`src/hw/rtl/dda_pkg.sv`:
```
// Shared constants for the DDA line rasteriser.
package dda_pkg;

  // Controller state codes.
  localparam logic [1:0] ST_IDLE = 2'd0;
  localparam logic [1:0] ST_DIV  = 2'd1;
  localparam logic [1:0] ST_EMIT = 2'd2;

endpackage

```
`src/hw/rtl/dda_if.sv`:
```
// Valid/ready channel interfaces for lines in and points out.
interface dda_in_if #(
  parameter int COORD_BITS = 6
);
  logic                         valid;
  logic                         ready;
  logic signed [COORD_BITS-1:0] x_start;
  logic signed [COORD_BITS-1:0] y_start;
  logic signed [COORD_BITS-1:0] x_end;
  logic signed [COORD_BITS-1:0] y_end;

  modport source (output valid, output x_start, output y_start, output x_end, output y_end,
                  input ready);
  modport sink   (input valid, input x_start, input y_start, input x_end, input y_end,
                  output ready);
endinterface

interface dda_out_if #(
  parameter int COORD_BITS = 6
);
  logic                         valid;
  logic                         ready;
  logic signed [COORD_BITS-1:0] point_x;
  logic signed [COORD_BITS-1:0] point_y;
  logic                         last_point;

  modport source (output valid, output point_x, output point_y, output last_point,
                  input ready);
  modport sink   (input valid, input point_x, input point_y, input last_point,
                  output ready);
endinterface

```
`src/hw/rtl/dda_line_rasterizer_core.sv`:
```
// DDA line rasteriser: accepts one line and streams out its points.
//
// A line transaction on line_i carries two signed endpoints. The core takes
// the larger absolute span as the step count and forms one fixed-point
// increment per axis by a bit-serial restoring divider, one quotient bit per
// cycle for each axis. It then streams steps+1 points on point_o, one per
// cycle while the sink is ready, and flags the final point with last_point.
// A zero-length line gives the start point alone, flagged as last.
// line_i.ready is high only while the core holds no line, so the next line
// can be taken only once the last point transaction has returned the
// controller to idle.
// A stalled sink holds the current point steady on point_o; the accumulators
// advance only when a point transaction completes.
// Reset returns the controller to idle: point_o.valid is low and line_i.ready
// is high.
module dda_line_rasterizer_core #(
  parameter int COORD_BITS = 6,
  parameter int FRAC_BITS  = 16
) (
  input  logic      clk_i,
  input  logic      rst_ni,
  dda_in_if.sink    line_i,
  dda_out_if.source point_o
);
  import dda_pkg::*;

  localparam int DVD_W  = COORD_BITS + FRAC_BITS;
  localparam int ACC_W  = COORD_BITS + FRAC_BITS;
  localparam int INC_W  = FRAC_BITS + 2;
  localparam int DCNT_W = $clog2(DVD_W + 1);

  logic [1:0]            state_q, state_d;
  logic [DCNT_W-1:0]     dcnt_q, dcnt_d;
  logic [COORD_BITS-1:0] k_q, k_d;
  logic [COORD_BITS-1:0] steps_q, steps_d;
  logic [COORD_BITS-1:0] rem_x_q, rem_x_d, rem_y_q, rem_y_d;
  logic [DVD_W-1:0]      dvx_q, dvx_d, dvy_q, dvy_d;
  logic                  neg_x_q, neg_x_d, neg_y_q, neg_y_d;
  logic [ACC_W-1:0]      acc_x_q, acc_x_d, acc_y_q, acc_y_d;

  logic [COORD_BITS:0]   dx, dy, adx_w, ady_w;
  logic [COORD_BITS-1:0] adx, ady;
  logic [COORD_BITS:0]   rx_sh, ry_sh, rx_sub, ry_sub;
  logic                  rx_ge, ry_ge;
  logic [INC_W-1:0]      inc_x, inc_y;
  logic                  last;

  // Span of each axis, one bit wider than the coordinates.
  assign dx    = {line_i.x_end[COORD_BITS-1], line_i.x_end}
               - {line_i.x_start[COORD_BITS-1], line_i.x_start};
  assign dy    = {line_i.y_end[COORD_BITS-1], line_i.y_end}
               - {line_i.y_start[COORD_BITS-1], line_i.y_start};
  assign adx_w = dx[COORD_BITS] ? -dx : dx;
  assign ady_w = dy[COORD_BITS] ? -dy : dy;
  assign adx   = adx_w[COORD_BITS-1:0];
  assign ady   = ady_w[COORD_BITS-1:0];

  // One restoring division step per axis.
  assign rx_sh  = {rem_x_q, dvx_q[DVD_W-1]};
  assign ry_sh  = {rem_y_q, dvy_q[DVD_W-1]};
  assign rx_ge  = rx_sh >= {1'b0, steps_q};
  assign ry_ge  = ry_sh >= {1'b0, steps_q};
  assign rx_sub = rx_sh - {1'b0, steps_q};
  assign ry_sub = ry_sh - {1'b0, steps_q};

  // The quotient never exceeds 2^FRAC_BITS, so its low FRAC_BITS+1 bits suffice.
  assign inc_x = neg_x_q ? -{1'b0, dvx_q[FRAC_BITS:0]} : {1'b0, dvx_q[FRAC_BITS:0]};
  assign inc_y = neg_y_q ? -{1'b0, dvy_q[FRAC_BITS:0]} : {1'b0, dvy_q[FRAC_BITS:0]};

  assign last = (k_q == steps_q);

  always_comb begin
    state_d = state_q;
    dcnt_d  = dcnt_q;
    k_d     = k_q;
    steps_d = steps_q;
    rem_x_d = rem_x_q;
    rem_y_d = rem_y_q;
    dvx_d   = dvx_q;
    dvy_d   = dvy_q;
    neg_x_d = neg_x_q;
    neg_y_d = neg_y_q;
    acc_x_d = acc_x_q;
    acc_y_d = acc_y_q;
    unique case (state_q)
      ST_IDLE: begin
        if (line_i.valid) begin
          steps_d = (adx > ady) ? adx : ady;
          rem_x_d = '0;
          rem_y_d = '0;
          dvx_d   = {adx, {FRAC_BITS{1'b0}}};
          dvy_d   = {ady, {FRAC_BITS{1'b0}}};
          neg_x_d = dx[COORD_BITS];
          neg_y_d = dy[COORD_BITS];
          acc_x_d = {line_i.x_start, {FRAC_BITS{1'b0}}};
          acc_y_d = {line_i.y_start, {FRAC_BITS{1'b0}}};
          k_d     = '0;
          dcnt_d  = DCNT_W'(DVD_W);
          state_d = ST_DIV;
        end
      end
      ST_DIV: begin
        rem_x_d = rx_ge ? rx_sub[COORD_BITS-1:0] : rx_sh[COORD_BITS-1:0];
        rem_y_d = ry_ge ? ry_sub[COORD_BITS-1:0] : ry_sh[COORD_BITS-1:0];
        dvx_d   = {dvx_q[DVD_W-2:0], rx_ge};
        dvy_d   = {dvy_q[DVD_W-2:0], ry_ge};
        dcnt_d  = dcnt_q - 1'b1;
        if (dcnt_q == DCNT_W'(1)) begin
          state_d = ST_EMIT;
        end
      end
      ST_EMIT: begin
        if (point_o.ready) begin
          if (last) begin
            state_d = ST_IDLE;
          end else begin
            k_d     = k_q + 1'b1;
            acc_x_d = acc_x_q + {{(ACC_W-INC_W){inc_x[INC_W-1]}}, inc_x};
            acc_y_d = acc_y_q + {{(ACC_W-INC_W){inc_y[INC_W-1]}}, inc_y};
          end
        end
      end
      default: state_d = ST_IDLE;
    endcase
  end

  always_ff @(posedge clk_i or negedge rst_ni) begin
    if (!rst_ni) begin
      state_q <= ST_IDLE;
      dcnt_q  <= '0;
      k_q     <= '0;
    end else begin
      state_q <= state_d;
      dcnt_q  <= dcnt_d;
      k_q     <= k_d;
    end
  end

  always_ff @(posedge clk_i) begin
    steps_q <= steps_d;
    rem_x_q <= rem_x_d;
    rem_y_q <= rem_y_d;
    dvx_q   <= dvx_d;
    dvy_q   <= dvy_d;
    neg_x_q <= neg_x_d;
    neg_y_q <= neg_y_d;
    acc_x_q <= acc_x_d;
    acc_y_q <= acc_y_d;
  end

  assign line_i.ready = (state_q == ST_IDLE);

  // Arithmetic shift floors; a negative value with a fraction is bumped up to
  // truncate toward zero.
  assign point_o.valid      = (state_q == ST_EMIT);
  assign point_o.point_x    = acc_x_q[ACC_W-1:FRAC_BITS]
                            + {{(COORD_BITS-1){1'b0}},
                               acc_x_q[ACC_W-1] & (|acc_x_q[FRAC_BITS-1:0])};
  assign point_o.point_y    = acc_y_q[ACC_W-1:FRAC_BITS]
                            + {{(COORD_BITS-1){1'b0}},
                               acc_y_q[ACC_W-1] & (|acc_y_q[FRAC_BITS-1:0])};
  assign point_o.last_point = last;

endmodule

```
`src/flat_wrapper.sv`:
```
// flat-port wrapper written by rule: the top's interface ports become plain ports
module dda_line_rasterizer_core_flat import dda_pkg::*;
#(
  parameter int COORD_BITS = 6,
  parameter int FRAC_BITS  = 16
)
  (clk_i, rst_ni, line_i_valid, line_i_x_start, line_i_y_start, line_i_x_end, line_i_y_end, line_i_ready, point_o_valid, point_o_point_x, point_o_point_y, point_o_last_point, point_o_ready);
  dda_in_if #(.COORD_BITS(COORD_BITS)) line_i_i ();
  dda_out_if #(.COORD_BITS(COORD_BITS)) point_o_i ();
  input  logic clk_i;
  input  logic rst_ni;
  input wire logic [$bits(line_i_i.valid)-1:0] line_i_valid;
  input wire logic [$bits(line_i_i.x_start)-1:0] line_i_x_start;
  input wire logic [$bits(line_i_i.y_start)-1:0] line_i_y_start;
  input wire logic [$bits(line_i_i.x_end)-1:0] line_i_x_end;
  input wire logic [$bits(line_i_i.y_end)-1:0] line_i_y_end;
  output wire logic [$bits(line_i_i.ready)-1:0] line_i_ready;
  output wire logic [$bits(point_o_i.valid)-1:0] point_o_valid;
  output wire logic [$bits(point_o_i.point_x)-1:0] point_o_point_x;
  output wire logic [$bits(point_o_i.point_y)-1:0] point_o_point_y;
  output wire logic [$bits(point_o_i.last_point)-1:0] point_o_last_point;
  input wire logic [$bits(point_o_i.ready)-1:0] point_o_ready;
  assign line_i_i.valid = line_i_valid;
  assign line_i_i.x_start = line_i_x_start;
  assign line_i_i.y_start = line_i_y_start;
  assign line_i_i.x_end = line_i_x_end;
  assign line_i_i.y_end = line_i_y_end;
  assign line_i_ready = line_i_i.ready;
  assign point_o_valid = point_o_i.valid;
  assign point_o_point_x = point_o_i.point_x;
  assign point_o_point_y = point_o_i.point_y;
  assign point_o_last_point = point_o_i.last_point;
  assign point_o_i.ready = point_o_ready;
  dda_line_rasterizer_core #(.COORD_BITS(COORD_BITS), .FRAC_BITS(FRAC_BITS)) u_core (.clk_i(clk_i), .rst_ni(rst_ni), .line_i(line_i_i), .point_o(point_o_i));
endmodule
```
`config.mk`:
```
export PLATFORM = sky130hd
export DESIGN_NAME = dda_line_rasterizer_core_flat
export DESIGN_NICKNAME = d
export VERILOG_FILES = /design/src/hw/rtl/dda_pkg.sv /design/src/hw/rtl/dda_if.sv /design/src/hw/rtl/dda_line_rasterizer_core.sv /design/src/flat_wrapper.sv
export SDC_FILE = /design/constraint.sdc
export NUM_CORES = 1
export LEC_CHECK = 0
export BUFFER_PORTS_ARGS = -buffer_cell sky130_fd_sc_hd__buf_4
export CORE_ASPECT_RATIO = 1.4
export CORE_MARGIN = 2
export CORE_UTILIZATION = 30
export CTS_CLUSTER_DIAMETER = 150
export CTS_CLUSTER_SIZE = 40
export DETAILED_ROUTE_END_ITERATION = 6
export GPL_TIMING_DRIVEN = 0
export PLACE_DENSITY = 0.41
export SLEW_MARGIN = 20
export SYNTH_ARGS = -nofsm -noshare
export SYNTH_HDL_FRONTEND = slang
export SYNTH_SLANG_ARGS = --single-unit
```
`constraint.sdc`:
```
create_clock -name clk_i -period 6.85 [get_ports clk_i]
set_input_delay 0 -clock clk_i [delete_from_list [all_inputs] [get_ports clk_i]]
set_output_delay 0 -clock clk_i [all_outputs]
set_load 0.03 [all_outputs]
```
==> metrics.txt <==
# TYPE chip_impl_metric gauge
chip_impl_info{name="cts_tree",value="yes"} 1
chip_impl_metric{name="synth_fp_nets",unit=""} 1069
chip_impl_metric{name="synthDominantCellAreaShare",unit="%"} 36.0
chip_impl_metric{name="syn_to_final_growth",unit="%"} 18.0
chip_impl_metric{name="final_cell_area",unit="µm²"} 10600
chip_impl_metric{name="synth_enable_flop_cells",unit=""} 108
chip_impl_metric{name="synthesis.area_per_instance",unit="µm²"} 9.47
chip_impl_info{name="critical_path.cell_chain",value="or4_1, or2_4, or4_4, o31ai_1, xnor2_1, ha_1, clkbuf_1, nand2_1, o21ai_0, o211ai_1, a21boi_0, a2111oi_0, mux2i_1, nand2_1"} 1
chip_impl_metric{name="total_clock_buffers_created_by_cts",unit=""} 17
chip_impl_metric{name="grt_start_max_net_pins",unit=""} 41
chip_impl_metric{name="setup_viol",unit=""} 0
chip_impl_metric{name="cts.repair_timing.setup_buffer_count",unit=""} 0
chip_impl_metric{name="dpl_cell_area",unit="µm²"} 9870
chip_impl_metric{name="mappedNetlistArea",unit="µm²"} 9020
chip_impl_info{name="run_status",value="finished, final reports clean"} 1
chip_impl_metric{name="post_synthesis_cells",unit=""} 952
chip_impl_info{name="rsz_0062_raised_after_global_routing",value="no"} 1
chip_impl_metric{name="clk_pin_slew",unit="ps"} 60
chip_impl_metric{name="max-vdd-ir-drop",unit="mV"} 0.198
chip_impl_metric{name="critical_path_arrival",unit="ps"} 4460
chip_impl_metric{name="max_stage_delay",unit="ps"} 560
chip_impl_metric{name="floorplan.initialDensity",unit="%"} 30.3
chip_impl_metric{name="drt_drc_violations_left",unit=""} 0
chip_impl_info{name="worst_setup_path_start_kind",value="register"} 1
chip_impl_metric{name="power_leakage",unit="nW"} 4.28
chip_impl_info{name="critical_path.top_delay_family",value="simple AND/OR/NAND/NOR gates"} 1
chip_impl_metric{name="p_sw",unit="mW"} 2.16
chip_impl_metric{name="design.final.nets",unit=""} 1148
chip_impl_metric{name="critPathRequiredTime",unit="ps"} 7030
chip_impl_metric{name="max_cap_violations",unit=""} 0
chip_impl_metric{name="power_per_standard_cell_area",unit="nW/µm²"} 464
chip_impl_metric{name="hold_slack",unit="ps"} 177
chip_impl_metric{name="route.vias.total",unit=""} 7166
chip_impl_metric{name="timing.slew.headroom",unit="%"} 40.8
chip_impl_metric{name="synth_seq_cells",unit=""} 121
chip_impl_metric{name="sequential_cell_area_fraction_in_the_yosys_report",unit="%"} 39.6
chip_impl_metric{name="highest_fanout_seen_on_the_critical_path",unit=""} 8
chip_impl_metric{name="detail-route-antenna-nets",unit=""} 0
chip_impl_metric{name="placementRows",unit=""} 75
chip_impl_metric{name="drt-wirelength-per-cell",unit="µm"} 17.4
chip_impl_info{name="critPathSlowestCell",value="sky130_fd_sc_hd__or4_1"} 1
chip_impl_metric{name="ys.warnings.count",unit=""} 0
chip_impl_metric{name="routed_wl",unit="µm"} 24900
chip_impl_metric{name="wire_length_of_the_first_global_routing_pass",unit="µm"} 40200
chip_impl_metric{name="async_reset_ff_share",unit="%"} 10.7
chip_impl_metric{name="layout_min_cycle_time",unit="ps"} 4280
chip_impl_metric{name="global_route.overflow_total",unit=""} 0
chip_impl_metric{name="grt_use_total",unit="%"} 16.7
chip_impl_metric{name="core-area",unit="µm²"} 29700
chip_impl_metric{name="floorplan.die_area",unit="µm²"} 31500
chip_impl_metric{name="sequentialPowerShare",unit="%"} 28.2
chip_impl_metric{name="fmax",unit="GHz"} 0.234
chip_impl_metric{name="grt_antenna_before_repair",unit=""} 1
chip_impl_metric{name="layout.filler_cells",unit=""} 3029
chip_impl_metric{name="io_buffer_count",unit=""} 42
chip_impl_metric{name="internal_power",unit="mW"} 2.77
chip_impl_metric{name="antennaDiodeCount",unit=""} 0
chip_impl_metric{name="dpl.hpwl",unit="µm"} 19000
chip_impl_info{name="worstSetupEndpointType",value="register"} 1
chip_impl_metric{name="clock-skew-final",unit="ps"} 9.19
chip_impl_metric{name="switching_share",unit="%"} 43.7
chip_impl_metric{name="first_global_vias",unit=""} 7277
chip_impl_metric{name="post_synth_num_cell_types",unit=""} 58
chip_impl_metric{name="setup_total_negative_slack",unit="ps"} 0
chip_impl_info{name="path_common_cell",value="sky130_fd_sc_hd__nand2_1"} 1
chip_impl_info{name="cts_root_buf",value="sky130_fd_sc_hd__clkbuf_16"} 1
chip_impl_metric{name="dr.first_iter.drc_count",unit=""} 283
chip_impl_metric{name="drt-pass1-iter-count",unit=""} 5
chip_impl_metric{name="clkLatencyLatePin",unit="ps"} 440
chip_impl_metric{name="cts_htree_levels",unit=""} 4
chip_impl_info{name="synthDominantAreaCellType",value="sky130_fd_sc_hd__edfxtp_1"} 1
chip_impl_metric{name="max-clock-path-buffers",unit=""} 2
chip_impl_info{name="path_class",value="register to register"} 1
chip_impl_metric{name="clock_sink_count",unit=""} 121
chip_impl_metric{name="ratio_of_cells_with_drive_above_1_in_the_final_layout",unit="%"} 8.91
chip_impl_info{name="synth.top_cells.by_area",value="sky130_fd_sc_hd__edfxtp_1 36%, sky130_fd_sc_hd__ha_1 12%, sky130_fd_sc_hd__xnor2_1 6.5%, sky130_fd_sc_hd__nor2_1 4.0%, sky130_fd_sc_hd__o21ai_0 3.7%"} 1
chip_impl_metric{name="power_frac_comb",unit="%"} 52.9
chip_impl_metric{name="timing.final.max_slew_violations",unit=""} 0
chip_impl_info{name="path_class_of_the_lowest_slack_min_delay_path",value="primary input to register"} 1
chip_impl_metric{name="timing.final.hold_violations",unit=""} 0
chip_impl_metric{name="tightestPinTransition",unit="ps"} 883
chip_impl_info{name="final_cell_mix",value="108 x sky130_fd_sc_hd__edfxtp_1, 96 x sky130_fd_sc_hd__nor2_1, 83 x sky130_fd_sc_hd__ha_1"} 1
chip_impl_metric{name="viasPerCell",unit=""} 5.01
chip_impl_metric{name="place_congestion",unit=""} 0.826
chip_impl_metric{name="cts_hold_buffers",unit=""} 16
chip_impl_info{name="synth-main-ff-cell",value="sky130_fd_sc_hd__edfxtp_1"} 1
chip_impl_info{name="layout.cells.most_common",value="sky130_fd_sc_hd__edfxtp_1"} 1
chip_impl_metric{name="post_cts_resize_count",unit=""} 0
chip_impl_metric{name="chipWidth",unit="µm"} 151
chip_impl_metric{name="period_share",unit="%"} 62.5
chip_impl_metric{name="path_buf_inv",unit=""} 1
chip_impl_metric{name="power.share.clock",unit="%"} 18.9
chip_impl_metric{name="io_pins",unit=""} 43
chip_impl_metric{name="die_height",unit="µm"} 209
==> worst min-delay path: cells and delay by family <==
family	cells	cell delay, ps
buf+inv	2	180
fa+ha+maj	1	160
compound gates	1	170
==> cells in the mapped netlist (8+ instances only) <==
library cell	number
sky130_fd_sc_hd__a211oi_1	15
sky130_fd_sc_hd__a21o_1	13
sky130_fd_sc_hd__a21oi_1	60
sky130_fd_sc_hd__a31oi_1	13
sky130_fd_sc_hd__and2_1	31
sky130_fd_sc_hd__clkbuf_1	24
sky130_fd_sc_hd__dfrtp_1	13
sky130_fd_sc_hd__edfxtp_1	108
sky130_fd_sc_hd__ha_1	83
sky130_fd_sc_hd__inv_1	58
sky130_fd_sc_hd__mux2i_1	9
sky130_fd_sc_hd__nand2_1	80
sky130_fd_sc_hd__nand3_1	21
sky130_fd_sc_hd__nor2_1	96
sky130_fd_sc_hd__nor2b_1	11
sky130_fd_sc_hd__nor3_1	9
sky130_fd_sc_hd__nor4_1	10
sky130_fd_sc_hd__o21a_1	8
sky130_fd_sc_hd__o21ai_0	66
sky130_fd_sc_hd__o31ai_1	15
sky130_fd_sc_hd__or2_2	8
sky130_fd_sc_hd__xnor2_1	67
sky130_fd_sc_hd__xor2_1	31
==> per-layer routing <==
| layer | track usage [%] | up-vias | wire (µm) |
|---|---|---|---|
| li1 | - | 3623 | - |
| met5 | 0 | - | 0 |
| met4 | 5.76 | 0 | 540 |
| met3 | 3.21 | 28 | 605 |
| met1 | 20.8 | 3421 | 11000 |
| met2 | 28.7 | 94 | 12800 |
==> power groups by stage <==
stage	logic, mW	clock network, mW	registers, mW
floorplan	1.97	0	1.33
global placement	2.59	0	1.43
detailed placement	2.62	0	1.40
CTS	2.65	0.960	1.39
global route	2.97	0.982	1.43
finish	2.61	0.931	1.39
==> path summary, 6_finish.rpt <==
| path | to | from | cells after the start | slack, ps |
|---|---|---|---|---|
| min reg2reg | u_core.dcnt_q[3] | u_core.dcnt_q[3] | 1 | 500 |
| max reg2reg | u_core.acc_x_q[20] | u_core.dvx_q[7] | 14 | 2570 |
| max in group asynchronous | u_core.dcnt_q[3] | rst_ni | 3 | 5720 |
| max | u_core.acc_x_q[20] | u_core.dvx_q[7] | 14 | 2570 |
| min | u_core.neg_y_q | line_i_y_end[5] | 4 | 180 |
| min in group asynchronous | u_core.k_q[4] | rst_ni | 3 | 690 |
==> kinds of logic (layout without fill, tap and decap cells) <==
group,after synthesis,in the layout,share of synthesized area (%)
muxes,9,9,0.999
and+or+nand+nor,306,306,16.3
AOI/OAI and AO/OA,244,244,17.2
xor gates and xnor gates,98,98,9.52
DFF,121,121,39.6
adders and majority gates,89,89,12.8
buffers and inverters,85,177,3.54
==> cell type report <==
cell class | instances | area, µm² | area share (%)
Multi-Input combinational cell | 746 | 5140 | 48.3
Inverter | 59 | 221 | 2.08
Buffer | 26 | 97.6 | 0.917
Tap cell | 385 | 482 | 4.53
Clock inverter | 10 | 80.1 | 0.753
Sequential cell | 121 | 3570 | 33.5
Timing Repair Buffer | 60 | 523 | 4.92
Clock buffer | 22 | 528 | 4.96
==> state kept, by name, summed over array words and instances, names as in the netlist <==
name	count
u_core.acc_x_q	22
u_core.steps_q	6
u_core.neg_y_q	1
u_core.state_q	2
u_core.acc_y_q	22
u_core.k_q	6
u_core.neg_x_q	1
u_core.dvy_q	22
u_core.dcnt_q	5
u_core.dvx_q	22
u_core.rem_x_q	6
u_core.rem_y_q	6
==> stage by stage <==
stage	power (mW)	std cells	utilization [%]	setup slack, ps
after floorplan	3.31	952	-	3050
after global placement	4.02	1379	33.0	2490
after detailed placement	4.03	1381	33.2	2550
after CTS	5.00	1429	35.8	2490
after global routing	5.38	1429	35.8	2110
final	4.93	1429	35.8	2570
(Power assumes the default switching activity.)
